===== src/cabn_pkg.sv =====
// Package for the class-aware box suppression block.
// Holds the box word types, controller state type, control structs and constants.
// Depends on nothing.
`timescale 1ns / 1ps
package cabn_pkg;

   localparam int FRAC_BITS     = 15;
   localparam int MAX_BOXES_DEF = 64;
   localparam int COORD_W       = 16;
   localparam int CONF_W        = 16;
   localparam int CLASS_W       = 8;
   localparam int THR_W         = 16;
   localparam logic [THR_W-1:0] THR_RESET = 16'd16384;
   // Guard term of the union, 1e-7 in units of 2^-(2*FRAC_BITS), rounded.
   localparam longint IOU_EPS = ((64'sd1 <<< (2 * FRAC_BITS)) + 64'sd5000000) / 64'sd10000000;

   typedef struct packed {
      logic [CONF_W-1:0]  confidence;
      logic [CLASS_W-1:0] class_id;
      logic [COORD_W-1:0] left;
      logic [COORD_W-1:0] top;
      logic [COORD_W-1:0] right;
      logic [COORD_W-1:0] bottom;
   } cabn_box_type;

   typedef enum logic [4:0] {
      ST_LOAD,
      ST_RK_RDI,
      ST_RK_LATI,
      ST_RK_RDJ,
      ST_RK_CMP,
      ST_RK_WR,
      ST_NM_RDA,
      ST_NM_RDA2,
      ST_NM_LATA,
      ST_NM_RDB,
      ST_NM_RDB2,
      ST_NM_LATB,
      ST_NM_S1,
      ST_NM_S2,
      ST_NM_S3,
      ST_NM_S4,
      ST_EM_RDA,
      ST_EM_RD2,
      ST_EM_OUT
   } cabn_state_type;

   typedef struct packed {
      logic load_we;
      logic box_re;
      logic box_from_rank;
      logic rank_re;
      logic lat_conf_i;
      logic rank_clr;
      logic rank_cmp;
      logic tie_ok;
      logic rank_we;
      logic lat_a;
      logic run_s4;
      logic emit;
      logic emit_last;
      logic emit_ovf;
   } cabn_cmd_type;

   typedef struct packed {
      logic supp_rd;
      logic class_eq;
      logic out_free;
   } cabn_sts_type;

endpackage


===== src/cabn_ctrl.sv =====
// Controller: sequences load, rank, suppression walk and emission with loop counters.
// Depends on cabn_pkg; commands the cabn_datapath.
`timescale 1ns / 1ps
module cabn_ctrl
   import cabn_pkg::*;
#(
   parameter int MAX_BOXES = MAX_BOXES_DEF
) (
   input  logic                         clock,
   input  logic                         reset,
   input  logic                         req_valid,
   input  logic                         req_final,
   output logic                         req_ready,
   input  cabn_sts_type                 sts,
   output cabn_cmd_type                 cmd,
   output logic [$clog2(MAX_BOXES)-1:0] rd_idx,
   output logic [$clog2(MAX_BOXES)-1:0] ld_addr,
   output logic [$clog2(MAX_BOXES)-1:0] rank_val
);
   localparam int IW = $clog2(MAX_BOXES);
   localparam int CW = $clog2(MAX_BOXES + 1);

   cabn_state_type state_ff, state_in;
   logic [CW-1:0]  count_ff, count_in;
   logic           ovf_ff, ovf_in;
   logic [CW-1:0]  i_ff, i_in;
   logic [CW-1:0]  j_ff, j_in;
   logic [IW-1:0]  last_ff, last_in;
   logic [CW-1:0]  i_nxt, j_nxt;
   logic           accept;

   assign i_nxt  = i_ff + CW'(1);
   assign j_nxt  = j_ff + CW'(1);
   assign accept = req_valid && (state_ff == ST_LOAD);

   always_ff @(posedge clock) begin
      if (reset) begin
         state_ff <= ST_LOAD;
         count_ff <= '0;
         ovf_ff   <= 1'b0;
         i_ff     <= '0;
         j_ff     <= '0;
         last_ff  <= '0;
      end else begin
         state_ff <= state_in;
         count_ff <= count_in;
         ovf_ff   <= ovf_in;
         i_ff     <= i_in;
         j_ff     <= j_in;
         last_ff  <= last_in;
      end
   end

   always_comb begin
      state_in = state_ff;
      case (state_ff)
         ST_LOAD: begin
            if (accept && req_final) state_in = ST_RK_RDI;
         end
         ST_RK_RDI:  state_in = ST_RK_LATI;
         ST_RK_LATI: state_in = ST_RK_RDJ;
         ST_RK_RDJ:  state_in = ST_RK_CMP;
         ST_RK_CMP:  state_in = (j_nxt == count_ff) ? ST_RK_WR : ST_RK_RDJ;
         ST_RK_WR:   state_in = (i_nxt == count_ff) ? ST_NM_RDA : ST_RK_RDI;
         ST_NM_RDA:  state_in = ST_NM_RDA2;
         ST_NM_RDA2: state_in = ST_NM_LATA;
         ST_NM_LATA: begin
            if (sts.supp_rd || (i_nxt == count_ff)) begin
               state_in = (i_nxt == count_ff) ? ST_EM_RDA : ST_NM_RDA;
            end else begin
               state_in = ST_NM_RDB;
            end
         end
         ST_NM_RDB:  state_in = ST_NM_RDB2;
         ST_NM_RDB2: state_in = ST_NM_LATB;
         ST_NM_LATB: begin
            if (sts.supp_rd || !sts.class_eq) begin
               if (j_nxt == count_ff) begin
                  state_in = (i_nxt == count_ff) ? ST_EM_RDA : ST_NM_RDA;
               end else begin
                  state_in = ST_NM_RDB;
               end
            end else begin
               state_in = ST_NM_S1;
            end
         end
         ST_NM_S1: state_in = ST_NM_S2;
         ST_NM_S2: state_in = ST_NM_S3;
         ST_NM_S3: state_in = ST_NM_S4;
         ST_NM_S4: begin
            if (j_nxt == count_ff) begin
               state_in = (i_nxt == count_ff) ? ST_EM_RDA : ST_NM_RDA;
            end else begin
               state_in = ST_NM_RDB;
            end
         end
         ST_EM_RDA: state_in = ST_EM_RD2;
         ST_EM_RD2: state_in = ST_EM_OUT;
         ST_EM_OUT: begin
            if (sts.supp_rd || sts.out_free) begin
               state_in = (i_ff[IW-1:0] == last_ff) ? ST_LOAD : ST_EM_RDA;
            end
         end
         default: state_in = ST_LOAD;
      endcase
   end

   always_comb begin
      cmd       = '0;
      req_ready = 1'b0;
      rd_idx    = i_ff[IW-1:0];
      ld_addr   = count_ff[IW-1:0];
      rank_val  = i_ff[IW-1:0];
      count_in  = count_ff;
      ovf_in    = ovf_ff;
      i_in      = i_ff;
      j_in      = j_ff;
      last_in   = last_ff;
      case (state_ff)
         ST_LOAD: begin
            req_ready = 1'b1;
            i_in      = '0;
            if (accept) begin
               if (count_ff < CW'(MAX_BOXES)) begin
                  cmd.load_we = 1'b1;
                  count_in    = count_ff + CW'(1);
               end else begin
                  ovf_in = 1'b1;
               end
            end
         end
         ST_RK_RDI: begin
            cmd.box_re = 1'b1;
         end
         ST_RK_LATI: begin
            cmd.lat_conf_i = 1'b1;
            cmd.rank_clr   = 1'b1;
            j_in           = '0;
         end
         ST_RK_RDJ: begin
            cmd.box_re = 1'b1;
            rd_idx     = j_ff[IW-1:0];
         end
         ST_RK_CMP: begin
            cmd.rank_cmp = 1'b1;
            cmd.tie_ok   = (j_ff < i_ff);
            j_in         = j_nxt;
         end
         ST_RK_WR: begin
            cmd.rank_we = 1'b1;
            i_in        = (i_nxt == count_ff) ? '0 : i_nxt;
         end
         ST_NM_RDA, ST_NM_RDB: begin
            cmd.rank_re = 1'b1;
            rd_idx      = (state_ff == ST_NM_RDB) ? j_ff[IW-1:0] : i_ff[IW-1:0];
         end
         ST_NM_RDA2, ST_NM_RDB2, ST_EM_RD2: begin
            cmd.box_re        = 1'b1;
            cmd.box_from_rank = 1'b1;
         end
         ST_NM_LATA: begin
            if (!sts.supp_rd) begin
               cmd.lat_a = 1'b1;
               last_in   = i_ff[IW-1:0];
               j_in      = i_nxt;
            end
            if (sts.supp_rd || (i_nxt == count_ff)) begin
               i_in = (i_nxt == count_ff) ? '0 : i_nxt;
            end
         end
         ST_NM_LATB, ST_NM_S4: begin
            cmd.run_s4 = (state_ff == ST_NM_S4);
            if ((state_ff == ST_NM_S4) || sts.supp_rd || !sts.class_eq) begin
               j_in = j_nxt;
               if (j_nxt == count_ff) begin
                  i_in = (i_nxt == count_ff) ? '0 : i_nxt;
               end
            end
         end
         ST_EM_RDA: begin
            cmd.rank_re = 1'b1;
         end
         ST_EM_OUT: begin
            if (sts.supp_rd || sts.out_free) begin
               cmd.emit      = !sts.supp_rd;
               cmd.emit_last = (i_ff[IW-1:0] == last_ff);
               cmd.emit_ovf  = ovf_ff;
               i_in          = i_nxt;
               if (i_ff[IW-1:0] == last_ff) begin
                  count_in = '0;
                  ovf_in   = 1'b0;
                  i_in     = '0;
               end
            end
         end
         default: begin
         end
      endcase
   end

   assert property (@(posedge clock) disable iff (reset) count_ff <= CW'(MAX_BOXES))
      else $error("box count beyond capacity");
   assert property (@(posedge clock) disable iff (reset) cmd.emit |-> sts.out_free)
      else $error("result written while output register still held");
   assert property (@(posedge clock) disable iff (reset)
      (state_ff == ST_EM_OUT && state_in == ST_LOAD) |=> (count_ff == '0 && !ovf_ff))
      else $error("list state not cleared after emission");
   assert property (@(posedge clock) disable iff (reset) cmd.rank_we |-> (i_ff < count_ff))
      else $error("rank written for a box that is not stored");

endmodule

===== config.mk =====
export PLATFORM = sky130hd
export DESIGN_NAME = cabn_ctrl
export DESIGN_NICKNAME = d
export VERILOG_FILES = /design/src/cabn_pkg.sv /design/src/cabn_ctrl.sv
export SDC_FILE = /design/constraint.sdc
export NUM_CORES = 1
export LEC_CHECK = 0
export BUFFER_PORTS_ARGS = -buffer_cell sky130_fd_sc_hd__buf_2
export CORE_AREA = 2 2 83 85
export DETAILED_ROUTE_END_ITERATION = 6
export DIE_AREA = 0 0 85 87
export HOLD_SLACK_MARGIN = 0.06
export PLACE_DENSITY = 0.61
export REMOVE_ABC_BUFFERS = 1
export SLEW_MARGIN = 20
export SYNTH_ARGS = -nofsm -noshare
export SYNTH_HDL_FRONTEND = slang
export SYNTH_SLANG_ARGS = --single-unit

===== constraint.sdc =====
create_clock -name clock -period 4.79 [get_ports clock]
set_input_delay 0.958 -clock clock [delete_from_list [all_inputs] [get_ports clock]]
set_output_delay 0.958 -clock clock [all_outputs]
set_load 0.03 [all_outputs]

# ---- Yosys cells after proc, flatten, opt, wreduce, memory -nomap -nowiden
# Cells that the tools add are included.
dict set report totals {
  mem_bits_ro 0
  register_bits 33
  out_inout_bits 33
  word_cells 114
  n_memories 0
  mem_bits_rw 0
  latch_bits 0
}
dict set report op_classes {
  mul 0
  n_div 0
  eq_ne 31
  n_mux 47
  n_addsub 3
  order_cmp 2
  n_reduce_logical 24
  n_bitwise 1
  shift 0
}
# cell n
set op_table {}
lappend op_table {{5-bit case mux with 19 select lines} 1}
lappend op_table {{7-bit two-way mux} 12}
lappend op_table {{5-bit by 4-bit == test with 1-bit output (second input constant)} 8}
lappend op_table {{5-bit two-way mux} 7}
lappend op_table {{7-bit case mux with 5 select lines} 1}
lappend op_table {{7-bit case mux with 4 select lines} 1}
lappend op_table {{7-bit by 1-bit adder with 7-bit output (second input constant)} 3}
lappend op_table {{5-bit by 3-bit == test with 1-bit output (second input constant)} 4}
lappend op_table {{2-bit != test (second input constant)} 8}
lappend op_table {{5-bit == test (second input constant)} 3}
lappend op_table {{1-bit two-way mux} 15}
lappend op_table {{5-bit AND reduction} 3}
lappend op_table {{7-bit == test} 2}
lappend op_table {{7-bit case mux with 2 select lines} 1}
lappend op_table {{3-bit two-way mux} 4}
lappend op_table {{6-bit case mux with 2 select lines} 1}
lappend op_table {{5-bit by 2-bit == test with 1-bit output (second input constant)} 2}
lappend op_table {{7-bit < comparator} 1}
lappend op_table {{7-bit < comparator (second input constant)} 1}
lappend op_table {{6-bit == test} 1}
lappend op_table {{6-bit two-way mux} 1}
lappend op_table {{3-bit OR reduction} 2}
lappend op_table {{5-bit by 1-bit == test with 1-bit output (second input constant)} 1}
lappend op_table {{5-bit logical NOT} 1}
lappend op_table {{14 further kinds} 24}

# ---- Logic depth before layout (Yosys ltp)
dict set report logic_depth {
  depth_word 6
  ltp_mapped 10
  depth_no_buf 8
}

# ---- Worst setup path after synthesis
# No wires, ideal clock.
dict set report synth_timing {
  kind {register to output}
  startpoint {register i_ff[1]}
  endpoint {output port cmd[6] in the netlist's numbering}
  path_slack_ps 1441
  path_buffers 1
  t_arrival_ps 2391
  stages_incl_launch_ff 10
  required_ps 3832
  path_cell_list {dfxtp_1 -> buf_2 -> inv_1 -> ha_1 -> a21o_1 -> a21o_1 -> a21o_1 -> a21o_1 -> a21o_1 -> a211oi_1}
}
# element line_no
set synth_lines {}
lappend synth_lines {{start, declared} cabn_ctrl.sv:26} ;# logic [CW-1:0] i_ff, i_in;
lappend synth_lines {{start signal, assigned} cabn_ctrl.sv:48} ;# i_ff <= i_in;
lappend synth_lines {{end, declared} cabn_ctrl.sv:15} ;# output cabn_cmd_type cmd,

==> key figures <==
Outcome
  – Status: completed

Setup path
  – WP buf/inv: 2
  – Cell repeated most along the worst path: a21o_1
  – CP arrival: 2580 ps
  – Crit-path leading delay family: compound AO/OA/AOI/OAI gates
  – Crit path max fanout: 10
  – Kind of critical path: flop to output pin
  – Slowest CP cell: dfxtp_1
  – Slowest stage delay, CP: ~500 ps
  – CP Launch Type: flop
  – Crit-path cells: inv_1 > ha_1 > a21o_1 > a21o_1 > a21o_1 > a21o_1 > a21o_1 > a211oi_1 > buf_2
  – CP endpoint kind: output pin
  – Worst path required time: 3830 ps
  – R2r setup slk: between 1000 and 1500 ps

Power
  – Leakage power: 0.00129 µW
  – Maximum VDD drop: 0.233 mV
  – PwrDens: approximately 440 nW/µm²
  – Final Power: 1320 µW

Synth
  – Ys async rst share: 0%
  – Post-synth cell types: 62
  – Synth Instances: 374
  – Ys flop type: dfxtp_1
  – #FFs+latches synth: 33
  – Synth Cell Area: around 2900 µm²
  – Sequential area share after synthesis: approximately 23%
  – Mapped Avg Cell Area: ~7.6 µm²
  – Synth warn: 0
  – Post-synth EDFFs: 0

Layout
  – Commonest non-fill, non-tap cells in the layout: 46 x nor2_1, 39 x buf_2, 33 x dfxtp_1
  – Most common cell after layout, fill and taps aside: nor2_1
  – Layout cells sized above 1: 15.8%
  – Final design utilization: a little under half
  – Sequential cell area: 661 µm²
  – Antenna Cells: 0
  – Final net count: 395
  – Design area: 3030 µm²
  – Area Growth Syn to Fin: 6.18%
  – # fillers: 674
  – Area occupied by multi-input gates: 1910 µm²

Clocking
  – # hold bufs at CTS: 0
  – Worst-Skew Late Latency: 280 ps
  – Post-CTS setup buffers: 0
  – CTS tree: built
  – Root buffer cell: clkbuf_8
  – Clock transition at path regs: 70 ps
  – CTS max path bufs: 2
  – CTS resizes: 0
  – # clock sinks: 33
  – Num CTS Buffers: 5
  – CTS H-tree depth: 2

Routing
  – ANT nets after route: 0
  – Vias per std cell: 5.88
  – DR iter-0 viols: 131
  – # DRC: 0
  – Post-Route M1 WL: ~3500 µm
  – Metal3 WL: 383 µm
  – Drt total wl: between 7000 and 8000 µm
  – Met2 routed WL: 3450 µm
  – Drt first pass iters: 4
  – Via count: 2704
  – Routed wire per std cell: 16.1 µm
  – Highest routed metal layer: met4

Die
  – Die height: 87 µm
  – Core area: 6570 µm²
  – Starting Density: 43.5%
  – Die Width: 85 µm
  – Die ar.: 7400 µm²
  – # IOs: 40
  – Num rows: 30

STA
  – Worst Setup Slack, final: 1250 ps
  – Slew Limit Fails: 0
  – Endpoints failing setup: 0
  – Worst clock skew: 3.32 ps
  – Final TNS setup: 0 ps
  – Final Cycle Share: 74.0%
  – RSZ-0062 raised after global routing: false
  – Slew HR: 45.7%
  – Fin. Hold Viols: 0
  – Fmax: 282 MHz
  – Worst slew pin tran: 813 ps
  – Minimum clock period: 3540 ps

GRT
  – Number of global-route vias before repair: 2386
  – Largest net degree at the start of global routing: 24
  – First-pass GRT wire length: 12000 µm
  – Initial antenna violation count: 0
  – Global Route Usage Sum: 20.3%
  – Total global routing overflow: 0

Placement
  – DP HPWL: between 5000 and 6000 µm
  – Placed Area: 2930 µm²
  – Gpl congestion: ~0.87
  – Port Buf Inserts: 39
  – Dpl ws: between 1000 and 1500 ps

Run
  – # Max-Cap Violations: 0

Worst hold path
  – Hold Crit Class: flop to flop
stage by stage:
stage	instances	hold WS [ps]
final	460	458
after global routing	460	517
after CTS	460	464
after detailed placement	452	449
after global placement	452	449
after floorplan	332	429
final timing paths:
path / startpoint / endpoint / depth (start not counted)
min reg2reg: ovf_ff$_SDFFE_PP0P_ / ovf_ff$_SDFFE_PP0P_ / 2
min: ovf_ff$_SDFFE_PP0P_ / ovf_ff$_SDFFE_PP0P_ / 2
max reg2reg: i_ff[0]$_SDFFE_PP0P_ / i_ff[2]$_SDFFE_PP0P_ / 8
max: i_ff[1]$_SDFFE_PP0P_ / cmd[6] / 9
cell usage after synthesis (3+ instances only):
cell type   n  share of area [%]
or3_1       4               0.88
nor3_1      6                1.1
o211ai_1    3               0.79
or4b_1      3                1.1
o221ai_1    3               0.92
nand4bb_1   3                1.2
a31oi_1     9                2.0
xnor2_1    16                4.9
o211a_1     4                1.4
o32ai_1     5                1.5
nand2_1    28                3.7
a2bb2oi_1   3               0.92
o22ai_1     3               0.66
xor2_1     14                4.3
o21a_1      3               0.79
mux2i_1    10                3.5
a21o_1      5                1.3
clkbuf_1   19                2.5
nand4_1     4               0.88
nand2b_1    7                1.5
a22oi_1     4                1.1
o21ai_1     7                1.2
nand3_1    12                2.1
nor2b_1     4               0.88
dfxtp_1    33                 23
o21ai_0    13                2.3
o31ai_1     3               0.79
mux2_2      6                2.4
and2_1      3               0.66
nor2_1     46                6.0
and3_1      7                1.5
a21oi_1     7                1.2
ha_1        9                3.9
inv_1      13                1.7
buf_2       7                1.2
buf_4      14                3.7
kinds of logic (layout without fill, tap and decap cells):
family	count (synthesis)	in the layout	synth area share, %
and+or+nand+nor	142	142	25.5
adders and majority gates	9	9	3.94
xor gates and xnor gates	31	31	9.99
DFF	33	33	23.1
muxes	16	16	5.87
buffers and inverters	56	62	10.0
AOI/OAI and AO/OA	87	87	21.5
worst reg2reg max path, cell delays in order, from the launching register on:
cell,delay [ps]
dfxtp_1,620
ha_1,320
and3_1,270
nand2_1,90
a2111oi_0,610
o21a_1,300
a21boi_1,270
or4b_1,610
o221ai_1,170
layer usage:
metal  vias up  global-route usage, %
li1       1337                      -
met1      1273                   28.6
met2        85                   32.2
met3         9                   2.84
met4         0                   6.49
met5         -                      0
flip-flops by register name, summed over array words and instances, names as in the netlist:
signal	count
count_ff	7
i_ff	7
j_ff	7
last_ff	6
state_ff	5
ovf_ff	1
layout make-up:
class | count | area share (%)
multi-input combinational | 285 | 63.1
sequential | 33 | 21.8
timing repair buffer | 40 | 6.69
tap | 80 | 3.30
clock buffer | 7 | 3.18
inverter | 14 | 1.73
clock inverter | 1 | 0.165
power breakdown:
part	internal, µW	total (µW)	switching, µW
Sequential	307	408	101
Clock	130	235	105
Combinational	268	682	414
Note: power is estimated with default switching activity, not from simulation.
